--- src/rtl/dvtc_pkg.sv ---
// Package for the debounced volume and tempo control block.
// Holds register reset values, register indexes, stream field positions and the
// sequencer state type. Used by the top level and its checker.
package dvtc_pkg;

	// Default parameter values.
	localparam int TIMER_BITS_DEF  = 11;
	localparam int VOLUME_BITS_DEF = 7;

	// Fixed field widths.
	localparam int TIME_W   = 10;
	localparam int VOL_W    = 7;
	localparam int LEVEL_W  = 4;
	localparam int TEMPO_W  = 10;
	localparam int DELTA_W  = 10;
	localparam int ADDR_W   = 5;
	localparam int DATA_W   = 32;
	localparam int IN_W     = 16;
	localparam int OUT_W    = 40;

	// Reset values of the configuration registers and of the volume.
	localparam logic [TIME_W-1:0]  DEBOUNCE_RESET    = 10'd110;
	localparam logic [TIME_W-1:0]  REPEAT_RESET      = 10'd80;
	localparam logic [VOL_W-1:0]   VOL_LIMIT_RESET   = 7'd120;
	localparam logic [VOL_W-1:0]   STEP_RESET        = 7'd10;
	localparam logic [LEVEL_W-1:0] LEVEL_COUNT_RESET = 4'd11;
	localparam logic [TEMPO_W-1:0] TEMPO_MAX_RESET   = 10'd599;
	localparam logic [TEMPO_W-1:0] TEMPO_FLOOR_RESET = 10'd60;
	localparam int                 VOLUME_RESET      = 90;

	// Register indexes (byte address is four times the index).
	localparam logic [2:0] REG_DEBOUNCE    = 3'd0;
	localparam logic [2:0] REG_REPEAT      = 3'd1;
	localparam logic [2:0] REG_VOL_LIMIT   = 3'd2;
	localparam logic [2:0] REG_VOLUME_STEP = 3'd3;
	localparam logic [2:0] REG_LEVEL_COUNT = 3'd4;
	localparam logic [2:0] REG_TEMPO_MAX   = 3'd5;
	localparam logic [2:0] REG_TEMPO_FLOOR = 3'd6;

	// Input item kind carried on s_axis_tuser.
	localparam logic CMD_TICK = 1'b0;
	localparam logic CMD_KNOB = 1'b1;

	// Result field positions in m_axis_tdata.
	localparam int O_VOLUME_LSB  = 0;
	localparam int O_VSET        = 7;
	localparam int O_LEVEL_LSB   = 8;
	localparam int O_TEMPO_LSB   = 12;
	localparam int O_TSET        = 22;
	localparam int O_PASSED      = 23;
	localparam int O_DISP_LSB    = 24;
	localparam int O_DUPD        = 34;

	typedef enum logic [1:0] {
		ST_IDLE,
		ST_DIV,
		ST_DONE
	} seq_state_t;

endpackage

--- src/rtl/debounced_volume_and_tempo_control.sv ---
// An item is accepted in the idle state, then passes the divide state (VOLUME_BITS steps of
// the restoring level divider, one quotient bit a cycle) and the done state, which loads the
// output register once it is empty or read; m_axis_tvalid rises with that load. The next
// item is then taken while the result waits in the output register. Reset (arst_n low) is
// asynchronous: it loads the register defaults, volume 90, tempo 0, a saturated repeat timer
// and an empty output. Top level of the volume and tempo control; depends on dvtc_pkg.
module debounced_volume_and_tempo_control #(
	parameter int TIMER_BITS  = dvtc_pkg::TIMER_BITS_DEF,
	parameter int VOLUME_BITS = dvtc_pkg::VOLUME_BITS_DEF
) (
	input  logic                        clk,
	input  logic                        arst_n,
	// Input stream.
	input  logic                        s_axis_tvalid,
	output logic                        s_axis_tready,
	// [0] up_pressed, [1] down_pressed, [11:2] knob_delta, [15:12] zero
	input  logic [dvtc_pkg::IN_W-1:0]   s_axis_tdata,
	// [0] command: 0 = tick, 1 = knob turn
	input  logic                        s_axis_tuser,
	// Result stream.
	output logic                        m_axis_tvalid,
	input  logic                        m_axis_tready,
	// [6:0] volume, [7] volume_set, [11:8] volume_level, [21:12] tempo, [22] tempo_set,
	// [23] knob_passed, [33:24] display_value, [34] display_update, [39:35] zero
	output logic [dvtc_pkg::OUT_W-1:0]  m_axis_tdata,
	// Configuration port.
	input  logic                        psel,
	input  logic                        penable,
	input  logic                        pwrite,
	input  logic [dvtc_pkg::ADDR_W-1:0] paddr,
	input  logic [dvtc_pkg::DATA_W-1:0] pwdata,
	output logic [dvtc_pkg::DATA_W-1:0] prdata,
	output logic                        pready
);
	import dvtc_pkg::*;

	// Common compare width for timers against the 10-bit registers.
	localparam int TW = (TIMER_BITS > TIME_W) ? TIMER_BITS : TIME_W;
	// Width that holds a volume plus one step without overflow.
	localparam int CW = ((VOLUME_BITS > VOL_W) ? VOLUME_BITS : VOL_W) + 1;
	localparam int VMAX_INT = (1 << VOLUME_BITS) - 1;
	localparam int VOL_RST = (VOLUME_RESET < VMAX_INT) ? VOLUME_RESET : VMAX_INT;
	localparam int CNT_W = $clog2(VOLUME_BITS);

	localparam logic [TIMER_BITS-1:0]  TMAX = '1;
	localparam logic [VOLUME_BITS-1:0] VMAX = '1;

	// Configuration registers.
	logic [TIME_W-1:0]  debounce_ms_q;
	logic [TIME_W-1:0]  repeat_ms_q;
	logic [VOL_W-1:0]   vol_limit_q;
	logic [VOL_W-1:0]   volume_step_q;
	logic [LEVEL_W-1:0] level_count_q;
	logic [TEMPO_W-1:0] tempo_max_q;
	logic [TEMPO_W-1:0] tempo_floor_q;

	// Control state of the button and knob logic.
	logic                   prev_up_q, prev_down_q, knob_turning_q;
	logic [TIMER_BITS-1:0]  stable_ticks_q, repeat_ticks_q;
	logic [TEMPO_W-1:0]     tempo_q;
	logic [VOLUME_BITS-1:0] volume_q;

	// Sequencer, divider and per-item flags.
	seq_state_t             state_q, state_d;
	logic [CNT_W-1:0]       cnt_q;
	logic [VOL_W-1:0]       rem_q;
	logic [VOLUME_BITS-1:0] quo_q;
	logic                   vset_q, tset_q, passed_q;

	// Output register.
	logic                   m_valid_q;
	logic [OUT_W-1:0]       m_data_q;

	logic                   in_xfer, cfg_wr, out_load, div_step;
	logic [2:0]             reg_idx;

	// Input field views.
	logic                   up_in, dn_in;
	logic signed [DELTA_W-1:0] knob_delta;

	// Next values computed for an accepted item.
	logic                   changed, step_ok, is_tick, tempo_hit;
	logic [TIMER_BITS-1:0]  stable_n, repeat_n, repeat_inc;
	logic                   knob_turning_n;
	logic [CW-1:0]          cap, vol_ext, step_ext, vol_raw, vol_clamped;
	logic [VOLUME_BITS-1:0] volume_n;
	logic signed [TEMPO_W+1:0] tsum, tclamp;
	logic [TEMPO_W-1:0]     tempo_n;

	// Divider step, level and the assembled result word.
	logic [VOL_W:0]         rem_sh;
	logic                   qbit;
	logic [LEVEL_W-1:0]     level;
	logic [TEMPO_W-1:0]     disp;
	logic [OUT_W-1:0]       out_word;

	assign up_in      = s_axis_tdata[0];
	assign dn_in      = s_axis_tdata[1];
	assign knob_delta = s_axis_tdata[DELTA_W+1:2];

	assign in_xfer  = s_axis_tvalid && s_axis_tready;
	assign s_axis_tready = (state_q == ST_IDLE);
	assign reg_idx  = paddr[4:2];
	assign pready   = 1'b1;
	assign cfg_wr   = psel && penable && pwrite && pready;

	// Configuration write and read.
	always_ff @(posedge clk or negedge arst_n) begin
		if (!arst_n) begin
			debounce_ms_q <= DEBOUNCE_RESET;
			repeat_ms_q   <= REPEAT_RESET;
			vol_limit_q   <= VOL_LIMIT_RESET;
			volume_step_q <= STEP_RESET;
			level_count_q <= LEVEL_COUNT_RESET;
			tempo_max_q   <= TEMPO_MAX_RESET;
			tempo_floor_q <= TEMPO_FLOOR_RESET;
		end else if (cfg_wr) begin
			unique case (reg_idx)
				REG_DEBOUNCE:    debounce_ms_q <= pwdata[TIME_W-1:0];
				REG_REPEAT:      repeat_ms_q   <= pwdata[TIME_W-1:0];
				REG_VOL_LIMIT:   vol_limit_q   <= pwdata[VOL_W-1:0];
				REG_VOLUME_STEP: volume_step_q <= pwdata[VOL_W-1:0];
				REG_LEVEL_COUNT: level_count_q <= pwdata[LEVEL_W-1:0];
				REG_TEMPO_MAX:   tempo_max_q   <= pwdata[TEMPO_W-1:0];
				REG_TEMPO_FLOOR: tempo_floor_q <= pwdata[TEMPO_W-1:0];
				default: ;
			endcase
		end
	end

	always_comb begin
		unique case (reg_idx)
			REG_DEBOUNCE:    prdata = DATA_W'(debounce_ms_q);
			REG_REPEAT:      prdata = DATA_W'(repeat_ms_q);
			REG_VOL_LIMIT:   prdata = DATA_W'(vol_limit_q);
			REG_VOLUME_STEP: prdata = DATA_W'(volume_step_q);
			REG_LEVEL_COUNT: prdata = DATA_W'(level_count_q);
			REG_TEMPO_MAX:   prdata = DATA_W'(tempo_max_q);
			REG_TEMPO_FLOOR: prdata = DATA_W'(tempo_floor_q);
			default:         prdata = '0;
		endcase
	end

	// Item logic. A tick advances both timers, restarts the debounce count on any
	// change of the button levels, and may step the volume. A knob turn while up is
	// held sets the tempo; any other knob turn is handed on.
	always_comb begin
		is_tick    = (s_axis_tuser == CMD_TICK);
		repeat_inc = (repeat_ticks_q < TMAX) ? repeat_ticks_q + 1'b1 : repeat_ticks_q;
		changed    = (up_in != prev_up_q) || (dn_in != prev_down_q);
		if (changed) begin
			stable_n       = '0;
			knob_turning_n = 1'b0;
		end else begin
			stable_n       = (stable_ticks_q < TMAX) ? stable_ticks_q + 1'b1 : stable_ticks_q;
			knob_turning_n = knob_turning_q;
		end
		step_ok = (TW'(stable_n) > TW'(debounce_ms_q)) && !knob_turning_n &&
			(up_in || dn_in) && (TW'(repeat_inc) >= TW'(repeat_ms_q));
		repeat_n = step_ok ? '0 : repeat_inc;

		// Volume step with clamping to the smaller of the volume limit and the storage range.
		cap      = (CW'(vol_limit_q) < CW'(VMAX)) ? CW'(vol_limit_q) : CW'(VMAX);
		vol_ext  = CW'(volume_q);
		step_ext = CW'(volume_step_q);
		if (dn_in)
			vol_raw = (vol_ext < step_ext) ? '0 : vol_ext - step_ext;
		else
			vol_raw = vol_ext + step_ext;
		vol_clamped = (vol_raw > cap) ? cap : vol_raw;
		volume_n    = (is_tick && step_ok) ? VOLUME_BITS'(vol_clamped) : volume_q;

		// Tempo update: clamp to 0 and tempo_max, then snap values under the floor.
		tempo_hit = !is_tick && prev_up_q;
		tsum = $signed({2'b00, tempo_q}) + (TEMPO_W+2)'(knob_delta);
		tclamp = tsum;
		if (tclamp < 0)
			tclamp = '0;
		if (tclamp > $signed({2'b00, tempo_max_q}))
			tclamp = $signed({2'b00, tempo_max_q});
		if (tclamp < $signed({2'b00, tempo_floor_q}))
			tclamp = (knob_delta > 0) ? $signed({2'b00, tempo_floor_q}) : '0;
		tempo_n = tclamp[TEMPO_W-1:0];
	end

	always_ff @(posedge clk or negedge arst_n) begin
		if (!arst_n) begin
			prev_up_q      <= 1'b0;
			prev_down_q    <= 1'b0;
			stable_ticks_q <= '0;
			repeat_ticks_q <= TMAX;
			knob_turning_q <= 1'b0;
			tempo_q        <= '0;
			volume_q       <= VOLUME_BITS'(VOL_RST);
		end else if (in_xfer) begin
			if (is_tick) begin
				prev_up_q      <= up_in;
				prev_down_q    <= dn_in;
				stable_ticks_q <= stable_n;
				repeat_ticks_q <= repeat_n;
				knob_turning_q <= knob_turning_n;
				volume_q       <= volume_n;
			end else if (tempo_hit) begin
				tempo_q        <= tempo_n;
				knob_turning_q <= 1'b1;
			end
		end
	end

	// Sequencer: accept, divide for the level, then hand the result to the output register.
	always_ff @(posedge clk or negedge arst_n) begin
		if (!arst_n)
			state_q <= ST_IDLE;
		else
			state_q <= state_d;
	end

	always_comb begin
		state_d  = state_q;
		div_step = 1'b0;
		out_load = 1'b0;
		unique case (state_q)
			ST_IDLE: begin
				if (in_xfer)
					state_d = ST_DIV;
			end
			ST_DIV: begin
				div_step = 1'b1;
				if (cnt_q == '0)
					state_d = ST_DONE;
			end
			ST_DONE: begin
				if (!m_valid_q || m_axis_tready) begin
					out_load = 1'b1;
					state_d  = ST_IDLE;
				end
			end
			default: state_d = ST_IDLE;
		endcase
	end

	// Restoring divider: one quotient bit of volume / volume_step per cycle.
	assign rem_sh = {rem_q, quo_q[VOLUME_BITS-1]};
	assign qbit   = (rem_sh >= (VOL_W+1)'(volume_step_q));

	always_ff @(posedge clk) begin
		if (in_xfer) begin
			quo_q    <= volume_n;
			rem_q    <= '0;
			cnt_q    <= CNT_W'(VOLUME_BITS - 1);
			vset_q   <= is_tick && step_ok;
			tset_q   <= tempo_hit;
			passed_q <= !is_tick && !prev_up_q;
		end else if (div_step) begin
			rem_q <= qbit ? VOL_W'(rem_sh - (VOL_W+1)'(volume_step_q)) : rem_sh[VOL_W-1:0];
			quo_q <= {quo_q[VOLUME_BITS-2:0], qbit};
			cnt_q <= cnt_q - 1'b1;
		end
	end

	// A zero step shows the full level count; otherwise the quotient, capped.
	always_comb begin
		if (volume_step_q == '0 || quo_q >= VOLUME_BITS'(level_count_q))
			level = level_count_q;
		else
			level = quo_q[LEVEL_W-1:0];
		if (vset_q)
			disp = TEMPO_W'(level);
		else if (tset_q)
			disp = tempo_q;
		else
			disp = '0;

		out_word                         = '0;
		out_word[O_VOLUME_LSB +: VOL_W]  = VOL_W'(volume_q);
		out_word[O_VSET]                 = vset_q;
		out_word[O_LEVEL_LSB +: LEVEL_W] = level;
		out_word[O_TEMPO_LSB +: TEMPO_W] = tempo_q;
		out_word[O_TSET]                 = tset_q;
		out_word[O_PASSED]               = passed_q;
		out_word[O_DISP_LSB +: TEMPO_W]  = disp;
		out_word[O_DUPD]                 = vset_q || tset_q;
	end

	always_ff @(posedge clk or negedge arst_n) begin
		if (!arst_n)
			m_valid_q <= 1'b0;
		else if (out_load)
			m_valid_q <= 1'b1;
		else if (m_axis_tready)
			m_valid_q <= 1'b0;
	end

	always_ff @(posedge clk) begin
		if (out_load)
			m_data_q <= out_word;
	end

	assign m_axis_tvalid = m_valid_q;
	assign m_axis_tdata  = m_data_q;

endmodule

--- config.mk ---
export PLATFORM = sky130hd
export DESIGN_NAME = debounced_volume_and_tempo_control
export DESIGN_NICKNAME = d
export VERILOG_FILES = /design/src/rtl/dvtc_pkg.sv /design/src/rtl/debounced_volume_and_tempo_control.sv
export SDC_FILE = /design/constraint.sdc
export NUM_CORES = 1
export LEC_CHECK = 0
export BUFFER_PORTS_ARGS = -buffer_cell sky130_fd_sc_hd__buf_2
export CAP_MARGIN = 15
export CORE_UTILIZATION = 41
export CTS_CLUSTER_SIZE = 12
export DETAILED_ROUTE_END_ITERATION = 7
export PLACE_DENSITY = 0.62
export SLEW_MARGIN = 20
export SYNTH_ARGS = -nofsm -noshare
export SYNTH_HDL_FRONTEND = slang
export SYNTH_SLANG_ARGS = --single-unit
export TNS_END_PERCENT = 5
--- constraint.sdc ---
create_clock -name clk -period 6.97 [get_ports clk]
set_input_delay 0.697 -clock clk [delete_from_list [all_inputs] [get_ports clk]]
set_output_delay 0.697 -clock clk [all_outputs]
set_load 0.005 [all_outputs]
==> results.yml <==
finish:
  multi_input_area_um2: 5430
  drive_above_1_share_pct: 19.1
  seq_area_um2: 4180
  final_cell_mix: "nand2_1, o21ai_0, ha_1, inv_1, buf_2"
  nets: 1292
  utilization_pct: 47.0
  fill_cells: 2301
  mostFrequentLayoutCell: "nand2_1"
  area_delta_synth_final_pct: 12.3
die:
  start_util_pct: 41.8
  coreArea_um2: 24300
  die_h_um: 160
  die_x_um: 160
  io_pins: 136
  die_area_um2: 25400
  rows: 57
synth:
  yosys-top-cells-area: "dfrtp_1, edfxtp_1, dfstp_2"
  seq_area_frac_synth_pct: 41.1
  syn_area_per_cell_um2: 9.47
  syn_area_um2: 10200
  postSynthCellCount: 1074
  synthArstFlopShare_pct: 65.2
  synth_edf_count: 45
  synth_cell_types: 83
  ys_ff_latch: 158
  synth_warnings: 0
  ys.flop_type: "dfrtp_1"
  synth_top_cell_by_area: "dfrtp_1"
  synthDominantCellAreaShare_pct: 15.3
worst_setup_path:
  crit_end: "tempo_q[5]"
  arrival_ps: 6750
  end_kind: "register"
  crit_fanout: 9
  critPathKind: "reg -> reg"
  startpoint: "tempo_q[4]"
  timing.rr.start: "tempo_q[4]"
  required_ps: 7330
  rrSetupSlack_ps: 570
  r2r_end: "tempo_q[5]"
  cp-start-kind: "register"
  r2r_cells: 26
power_and_ir_drop:
  peakVddDrop_mv: 0.160
  leakage_nw: 5.05
  p_per_area_nw_per_um2: 351
  total_power_mw: 4.01
sta:
  worstMarginPinSlew_ps: 931
  drv_slew: 0
  rsz0062_at_grt: "false"
  tns_ps: 0
  hold_viol_final: 0
  finClkSkew_ps: 7.47
  finalSetupViolCount: 0
  fin_crit_sh_pct: 91.8
  maxSlewHeadroom_pct: 37.8
  period_minus_slack_ps: 6400
  hold_slack_ps: 170
  setup_slack_ps: 573
  max_freq_mhz: 156
global_route:
  grt_pass1_vias: 7518
  grtUsageMet1_pct: 27.9
  use_met2_pct: 32.4
  top_usage_layer: "met2"
  track_usage_pct: 20.2
  grt_pass1_wl_um: 40300
  grt_antenna_before_repair: 1
  grt_max_degree: 78
  overflow: 0
  grtUsageMet3_pct: 3.83
detailed_routing:
  drt_wl_total_um: 25400
  drc_errors: 0
  antenna_left: 0
  num_vias: 7976
  routed_via_density: 5.39
  drtPass1Iterations: 5
  avgRoutedWirePerCell_um: 17.2
  dr.first_iter.drc_count: 465
clocking:
  cts_resized: 0
  clk_pin_slew_worst_paths_ps: 70
  post_cts_buffers: 0
  cts_root_buf: "clkbuf_16"
  clk-insertion-delay-late_ps: 420
  cts_tree: "yes"
  ctsHoldBuffers: 0
  cts_buffers: 17
  cts_sinks: 158
  htree_levels: 4
  cts.path.max_buffers: 2
run:
  cap_violations: 0
run_status:
  status: "completed"
place:
  port_buffers: 79
  dp_hpwl_um: 19200
  place.gp.congestion: 0.872
  dpl_worst_slack_ps: 292
worst_hold_path:
  hold_path_class: "in -> async"
-- worst max-delay path: stages, from the launching register on --
cell	delay, ps
dfrtp_1	440
ha_1	370
a21o_1	240
a31oi_2	240
a21oi_2	130
o31a_4	370
nor2_2	130
xnor2_2	150
a21oi_1	310
ha_1	310
a21oi_1	150
o21ai_1	70
a2111oi_1	430
nand2_1	100
o21a_1	220
nor2_2	240
buf_4	200
mux2_2	370
ha_1	200
a21o_1	160
a21oi_1	130
nor2_1	50
a2111oi_0	370
buf_4	190
and4_1	290
o21a_2	280
a221o_1	180
-- where the power goes --
group	leakage, nW	switching (mW)	internal [mW]
registers	1.72	0.200	1.24
logic	3.04	0.917	0.689
clock network	0.292	0.417	0.544
-- layer usage --
metal | part of all wire, % | wire (um) | vias to the layer above
met3 | 5.0 | 1270 | 16
li1 | - | - | 3922
met4 | 0.97 | 247 | 0
met2 | 46 | 11800 | 210
met5 | 0 | 0 | -
met1 | 48 | 12100 | 3828
-- state kept, by name (all words and copies together) (netlist names), 10 cells and up --
name	count
m_axis_tdata	35
repeat_ticks_q	11
stable_ticks_q	11
debounce_ms_q	10
repeat_ms_q	10
tempo_floor_q	10
tempo_max_q	10
tempo_q	10
-- how the worst min path moves through the flow --
stage	start	to	slack (ps)	depth (start not counted)
6_report	arst_n	stable_ticks_q[3]	170	1
5_1_grt	arst_n	stable_ticks_q[4]	180	1
4_1_cts	arst_n	stable_ticks_q[4]	170	1
3_5_place_dp	passed_q	m_axis_tdata[23]	410	0
3_3_place_gp	passed_q	m_axis_tdata[23]	400	0
2_1_floorplan	arst_n	debounce_ms_q[0]	400	0
-- cell families (layout without fill, tap and decap cells) --
| family | count (synthesis) | count (layout) | share of synthesized area, % |
|---|---|---|---|
| flip-flops | 158 | 158 | 41.1 |
| buffers and inverters | 150 | 204 | 6.72 |
| XOR/XNOR | 26 | 26 | 2.31 |
| AO/OA/AOI/OAI | 275 | 275 | 17.7 |
| multiplexers | 52 | 52 | 6.08 |
| adder cells (fa/ha/maj) | 90 | 90 | 11.4 |
| other | 2 | 29 | 0.0738 |
| AND/OR/NAND/NOR | 321 | 321 | 14.7 |
-- layout make-up --
cell class / instances / area share [%]
multi-input cells: 792 / 47.5
flip-flops and latches: 158 / 36.6
repair buffers: 87 / 4.18
clock buffers: 18 / 3.76
well taps: 324 / 3.55
inverters: 85 / 2.80
clock inverters: 14 / 1.58
diodes: 1 / 0.0219
-- through the flow --
stage                     cell area [um^2]  cells
after floorplan                      10300   1100
after global placement               10800   1445
final                                11400   1479
after CTS                            11400   1477
after global routing                 11400   1478
after detailed placement             10800   1445
-- Yosys cell counts (all sizes together), types with 11 or more instances --
cell type / count
buf: 35
a221o: 11
nand2b: 15
and2: 12
nand4: 14
a21oi: 41
ha: 86
mux2i: 14
o21a: 16
o21ai: 109
nand3: 28
inv: 84
nor2: 66
xnor2: 20
nand2: 134
dfrtp: 62
nor2b: 14
mux2: 35
a21o: 14
edfxtp: 45
dfstp: 41
clkbuf: 30
nor3: 15
Power figures use the tool's default switching activity.
